**config.mk**
```make
export PLATFORM = sky130hd
export DESIGN_NAME = mhpq_cell
export DESIGN_NICKNAME = d
export VERILOG_FILES = /design/src/rtl/core/mhpq_pkg.sv /design/src/rtl/core/mhpq_cell.sv
export SDC_FILE = /design/constraint.sdc
export NUM_CORES = 1
export LEC_CHECK = 0
export ABC_AREA = 1
export BUFFER_PORTS_ARGS = -buffer_cell sky130_fd_sc_hd__buf_4
export CORE_MARGIN = 2
export CORE_UTILIZATION = 30
export CTS_CLUSTER_SIZE = 25
export DETAILED_ROUTE_END_ITERATION = 10
export MAX_ROUTING_LAYER = met4
export PLACE_DENSITY = 0.59
export RECOVER_POWER = 50
export SLEW_MARGIN = 20
export SYNTH_ARGS = -nofsm -noshare
export SYNTH_HDL_FRONTEND = slang
export SYNTH_SLANG_ARGS = --single-unit
```
**constraint.sdc**
```tcl
create_clock -name i_clk -period 4 [get_ports i_clk]
set_input_delay 0.4 -clock i_clk [delete_from_list [all_inputs] [get_ports i_clk]]
set_output_delay 0.4 -clock i_clk [all_outputs]
set_load 0.01 [all_outputs]
```
**src/rtl/core/mhpq_pkg.sv**
```systemverilog
// ----------------------------------------------------------------------------
// mhpq_pkg - shared types and codes for the max-heap priority queue
// Operation codes, status codes and the operation bundle that the top level
// broadcasts to every storage cell.
// ----------------------------------------------------------------------------
`default_nettype none

package mhpq_pkg;

    localparam int VALUE_W = 32;

    typedef logic [1:0]                t_status;
    typedef logic signed [VALUE_W-1:0] t_value;

    // operation codes on the mode field
    localparam logic MODE_INSERT  = 1'b0;
    localparam logic MODE_EXTRACT = 1'b1;

    // result status codes
    localparam t_status ST_OK    = 2'd0;
    localparam t_status ST_EMPTY = 2'd1;
    localparam t_status ST_FULL  = 2'd2;

    // value returned by an extract on an empty queue
    localparam t_value EMPTY_VALUE = -32'sd1;

    // operation broadcast to every cell of the chain
    typedef struct packed {
        logic   ins;    // insert value into the sorted chain
        logic   ext;    // remove head, chain shifts toward the head
        t_value value;  // value being inserted
    } t_cell_op;

endpackage

`default_nettype wire

```
**src/rtl/core/mhpq_cell.sv**
```systemverilog
// ----------------------------------------------------------------------------
// mhpq_cell - one storage cell of the sorted priority chain
// Holds one value. On insert the cell keeps its value, takes the new value,
// or takes its left neighbor's value; on extract it takes its right
// neighbor's value. The chain stays sorted largest first.
// ----------------------------------------------------------------------------
`default_nettype none

module mhpq_cell
    import mhpq_pkg::*;
(
    input  wire logic     i_clk,
    input  wire t_cell_op i_op,
    input  wire logic     i_occupied,   // cell holds a live value
    input  wire logic     i_left_keep,  // left neighbor keeps its value
    input  wire t_value   i_left_val,
    input  wire t_value   i_right_val,
    output logic          o_keep,
    output t_value        o_val
);

    t_value r_val;
    t_value n_val;

    // keep own value when it is live and not smaller than the new one
    assign o_keep = i_occupied && !(i_op.value > r_val);
    assign o_val  = r_val;

    // pick next value: hold, take new value, shift right, or shift left
    always_comb begin
        n_val = r_val;
        if (i_op.ins) begin
            if (o_keep) begin
                n_val = r_val;
            end else if (i_left_keep) begin
                n_val = i_op.value;
            end else begin
                n_val = i_left_val;
            end
        end else if (i_op.ext) begin
            n_val = i_right_val;
        end
    end

    always_ff @(posedge i_clk) begin
        r_val <= n_val;
    end

endmodule

`default_nettype wire

```
==> results of run 1 <==
cell usage after synthesis:
| cell | instances |
|---|---|
| edfxtp_1 | 32 |
| nand3_1 | 3 |
| nand2_2 | 1 |
| nor2_2 | 2 |
| buf_4 | 1 |
| o21ai_1 | 53 |
| clkinv_1 | 1 |
| nand2_1 | 74 |
| ha_1 | 32 |
| inv_2 | 5 |
| a21oi_1 | 13 |
| nand4_1 | 1 |
| inv_1 | 38 |
| nor2_1 | 40 |
| o21ai_0 | 13 |
| nand4_2 | 1 |
| clkbuf_1 | 11 |
| a21oi_2 | 1 |
| o21a_1 | 2 |
| a21o_1 | 1 |
per-layer routing:
layer  GRT usage  vias up  part of all wire
li1            -     1334                 -
met1       0.218     1125              0.45
met2       0.278       89              0.47
met3      0.0407       10             0.070
met4      0.0374        0             0.011
met5           -        -                 0
logic make-up after synthesis:
| logic type | count (synthesis) | share of synthesized area |
|---|---|---|
| and+or+nand+nor | 122 | 0.194 |
| AOI/OAI and AO/OA | 83 | 0.172 |
| buffers and inverters | 56 | 0.0862 |
| adders and majority gates | 32 | 0.161 |
| DFF | 32 | 0.387 |
power by group through the flow:
stage	sequential (W)	clock, W	combinational [W]
finish	0.000441	0.000247	0.000339
global route	0.000447	0.000262	0.000389
CTS	0.000443	0.000253	0.000376
detailed placement	0.000450	0	0.000374
global placement	0.000448	0	0.000368
floorplan	0.000465	0	0.000169
through the flow:
stage                     setup slack, ps  power, W   util
after floorplan                      1480  0.000634      -
after global placement               1250  0.000817  0.438
after detailed placement             1240  0.000824  0.438
after CTS                            1350   0.00107  0.449
after global routing                  687   0.00110  0.433
final                                 991   0.00103  0.433
path summary, 6_finish.rpt:
check,from,to,slack (ps),cells past startpoint
worst max-delay path,i_left_keep,o_val[31],990,4
worst max register to register,o_val[11],o_val[15],1430,13
worst min register to register,o_val[31],o_val[22],1760,7
worst min-delay path,i_right_val[14],o_val[14],390,3
final cells by class:
type                            count  area [um2]  area share
Multi-Input combinational cell    237        1310       0.372
Sequential cell                    32         961       0.273
Timing Repair Buffer              133         875       0.248
Inverter                           44         165      0.0469
Tap cell                          105         131      0.0373
Clock buffer                        5        68.8      0.0195
Clock inverter                      3        13.8     0.00390
worst max-delay path, stage by stage:
cell,delay (ps)
clkbuf_1,1100
inv_1,1010
nor2_1,410
o21ai_1,120
==> impl_results.md, run 1 <==
* Status: finished, violations left
* Failing checks: capacitance limit, slew limit
* Cell leakage power at 1.73 nW
* Total track usage at 0.172
* Setup TNS at 0 ps
* Remaining DRCs at 0
* Design Area, Final at 3520 um2
* Clk_skew at 8.61 ps
* Initial drt markers at 80
* Startpoint types: input port
* Post-Synthesis Cell Area at 2480 um2
* Combinational share of power at 0.330
* CTS Sinks at 32
* Minimum hold slack at 393 ps
* Dpl hpwl at 5530 um
* Most frequent cells in the layout: 100 x buf_4, 73 x nand2_1, 40 x nor2_1
* Site Rows at 33
* WP data required at 4040 ps
* Hold buffer count at CTS at 0
* Crit Path Class: input port to flip-flop
* Post-Syn Nets at between 400 and 500
* Worst Max-Slew Pin Slew at 1550 ps
* Total of max-cap violations at 1
* First-pass GRT wire length at 11500 um
* Clock Latency Late Sink at 290 ps
* Clk root buf: clkbuf_8
* CP Max Fanout at 33
* Commonest non-fill, non-tap cell in the layout: buf_4
* Maximum vdd drop at 0.000132 V
* Max reg flops at 32
* Placed Area at 3570 um2
* Number of detailed-route iterations in the first pass at 4
* Final Hold Fails at 0
* Die area at 9020 um2
* Via-per-instance ratio at 4.58
* Hold WC Path Type: input port to flip-flop
* PwrDens at 291 nW/um2
* Final Net Count at 586
* Post-route ant nets at 0
* Antenna cells at 0
* Routed WL at approximately 7400 um
* Pin count of the biggest net entering global routing at 35
* Rel. slew slack at -0.0336
* Nature of the critical path endpoint: flip-flop
* Vert. Die Dim at 95.0 um
* Synthesized area per cell at 7.64 um2
* Int Power at 0.000693 W
* Core area at 8130 um2
* Area contributors post-synth: edfxtp_1 39%, ha_1 16%, nand2_1 11%
* Vias at 2558
* H-tree levels at 2
* Number of setup buffers added after CTS at 0
* RePlAce Congestion at 0.736
* P&R area growth vs syn at 42.0%
* Final critical-path share of the clock period at 0.752
* Initial Util at 0.305
* Fin crit period at 3010 ps
* Placed Cells at 551
* Share of post-route cells with drive strength above 1 at 0.258
* CTS clk-pin slew, worst paths at 80 ps
* CTS Buf Count at 5
* Worst Path Arrival at 3050 ps
* Achievable frequency at between 300 and 400 MHz
* Synth warn at 0
* Initial antenna violation count at 0
* Clock share of power at 0.241
* Yosys cell types at 20
* CTS tree: built
* Cells after synthesis at approximately 330
* Post-CTS sizing at 0
* Grt ovf at 0
* Port Buffers at around 130
* RSZ-0062 raised after global routing: false
* Pins over their slew limit at 34
* Yosys reg bits at 32
* Sequential fraction of design power at 0.430
* Fillers at 891
* Top Ports at around 130
* Wire per inst at about 13 um
* Psw at 0.000334 W
* Non-Filler Instances at about 560
* Die X-Extent at 95.0 um
* Yosys top cell by area: edfxtp_1
* Area share of the largest cell type after synthesis at 0.387
* Vias in the first global route at 2425
* Sequential area share after synthesis at 0.387
* Switching Fraction at 0.325
* CTS max path bufs at 2
* Endpoints failing setup at 0
(Power assumes the default switching activity.)
==> run 2: changes to the inputs <==
==> constraint.sdc (replaced) <==
create_clock -name i_clk -period 3.03 [get_ports i_clk]
set_input_delay 0.303 -clock i_clk [delete_from_list [all_inputs] [get_ports i_clk]]
set_output_delay 0.303 -clock i_clk [all_outputs]
set_load 0.01 [all_outputs]
==> run 2 against run 1 <==
  * The flow now finishes without violations
  * Cell area is 0.53% higher
  * Hold slack lost 90 ps
  * Routed wire length decreased by 0.97%
  * Clock skew fell by 6.3 ps
  * Via count decreased by 1.1%
  * Cell count grew 0.36%
  * Non-clock buffer count rose by 2
  * Combinational power increased by 34%
  * Critical endpoint is now o_keep
  * Largest cell class unchanged
==> impl_results.md, run 2 (synthesized netlist as in run 1, its figures left out) <==
* Rel. slew slack at 0.253 (+0.286)
* Clk root buf: clkbuf_8
* Number of detailed-route iterations in the first pass at 4 (unchanged)
* Endpoints failing setup at 0 (unchanged)
* Final Hold Fails at 0 (unchanged)
* Post-route ant nets at 0 (unchanged)
* Final critical-path share of the clock period at 0.751
* Fin crit period at around 2300 ps
* CTS max path bufs at 2 (unchanged)
* Routed WL at 7330 um (-0.97%)
* Hold WC Path Type: input port to flip-flop
* First-pass GRT wire length at 11500 um (-0.17%)
* CP Max Fanout at 4 (-88%)
* Initial drt markers at 63 (-21%)
* Commonest non-fill, non-tap cell in the layout: buf_4
* Most frequent cells in the layout: 103 x buf_4, 73 x nand2_1, 40 x nor2_1
* Placed Cells at 553 (+0.36%)
* Design Area, Final at 3540 um2 (+0.53%)
* CTS Buf Count at 5 (unchanged)
* Clock Latency Late Sink at 280 ps (about the same)
* Total of max-cap violations at 0 (-1)
* PwrDens at 382 nW/um2 (+31%)
* WP data required at 2730 ps (-1310 ps)
* Post-CTS sizing at 0 (unchanged)
* P&R area growth vs syn at 42.7%
* Crit-path slowest cell: edfxtp_1
* Site Rows at 33 (unchanged)
* Non-Filler Instances at 561 (+0.36%)
* Port Buffers at 133 (unchanged)
* Pins over their slew limit at 0 (-100%)
* Dpl hpwl at 5590 um (+1.1%)
* Clk_skew at 2.32 ps (-6.28 ps)
* Share of post-route cells with drive strength above 1 at 0.263 (+0.00545)
* CTS clk-pin slew, worst paths at 70 ps (about the same)
* RSZ-0062 raised after global routing: false
* Cell leakage power at 1.74 nW (+0.76%)
* Max reg flops at 32 (unchanged)
* Worst Path Arrival at 1970 ps (-1080 ps)
* RePlAce Congestion at 0.735 (-0.16%)
* Most Frequent Cell on Critical Path: nand2_1
* Antenna cells at 0 (unchanged)
* Startpoint types: flip-flop
* CTS tree: built
* Fillers at 874 (-1.9%)
* Die X-Extent at 95.0 um (unchanged)
* Max stage delay on crit path at 430 ps (-670 ps)
* Design Power at 0.00135 W (+32%)
* Top Ports at 134 (unchanged)
* Initial Util at 0.305 (unchanged)
* Fin worst setup slack at 756 ps (-236 ps)
* Vias in the first global route at 2404 (-0.87%)
* Crit Path Class: flip-flop to output pin
* Total track usage at 0.170 (-0.00181)
* Initial antenna violation count at 0 (unchanged)
* Maximum vdd drop at 0.000178 V (+35%)
* Final Net Count at 588 (+0.34%)
* Core area at 8130 um2 (unchanged)
* Post-place setup slack at 744 ps (-492 ps)
* H-tree levels at 2 (unchanged)
* Vert. Die Dim at 95.0 um (unchanged)
* Grt ovf at 0 (unchanged)
* Placed Area at 3580 um2 (+0.42%)
* Vias at 2531 (-1.1%)
* Status: finished, final reports clean
* Remaining DRCs at 0 (unchanged)
* CTS Sinks at 32 (unchanged)
* Pin count of the biggest net entering global routing at 35 (unchanged)
* CP cell instances: inv_1 -> ha_1 -> a21oi_1 -> o21a_1 -> nand2_1 -> a21oi_2 -> nand2_1 -> nand2_1 -> nand3_1 -> nand2_1 -> inv_1 -> buf_4
* Die area at 9020 um2 (unchanged)
* Achievable frequency at 440 MHz
* Wire per inst at 13.1 um (-1.3%)
* Worst Max-Slew Pin Slew at 1120 ps (-431 ps)
* Number of setup buffers added after CTS at 0 (unchanged)
* Hold buffer count at CTS at 0 (unchanged)
* Via-per-instance ratio at 4.51 (-1.4%)
* Setup TNS at 0 ps (unchanged)
* Nature of the critical path endpoint: output pin
==> run 2: layout make-up <==
cell class              count  area, um2  area share
well taps                 105        131      0.0371
repair buffers            135        893       0.252
clock buffers               5       68.8      0.0194
multi-input cells         237       1310       0.370
inverters                  44        165      0.0466
flip-flops and latches     32        961       0.271
clock inverters             3       13.8     0.00388
==> run 2: routing by layer <==
metal / vias up / wire (um) / GRT usage
li1: 1337 / - / -
met1: 1112 / 3420 / 0.226
met2: 78 / 3410 / 0.273
met3: 4 / 465 / 0.0343
met4: 0 / 34 / 0.0254
met5: - / 0 / -
==> run 2: final timing paths <==
path,startpoint,end,slack (ps),depth (start not counted)
worst max-delay path,o_val[31],o_keep,760,12
worst min-delay path,i_right_val[6],o_val[6],300,3
worst max register to register,o_val[31],o_val[15],810,13
worst min register to register,o_val[0],o_val[30],1370,9
==> run 2: worst max-delay path, delay by kind of cell, from the launching register on <==
family / cells / cell delay, ps
flops: 1 / 430
buf+inv: 3 / 260
simple gates: 5 / 320
compound gates: 3 / 430
fa+ha+maj: 1 / 260
==> run 2: stage by stage <==
step / util / hold WS [ps]
finish: 0.436 / 303
global route: 0.436 / 296
CTS: 0.450 / 293
detailed placement: 0.440 / 593
global placement: 0.440 / 594
floorplan: - / 501
==> run 2: power by group <==
| group | leakage [nW] | total, W | switching, W | internal (W) |
|---|---|---|---|---|
| clock | 0.0453 | 0.000321 | 0.000165 | 0.000156 |
| sequential | 0.318 | 0.000580 | 0.0000251 | 0.000555 |
| combinational | 1.38 | 0.000454 | 0.000247 | 0.000207 |
| total | 1.74 | 0.00135 | 0.000437 | 0.000917 |
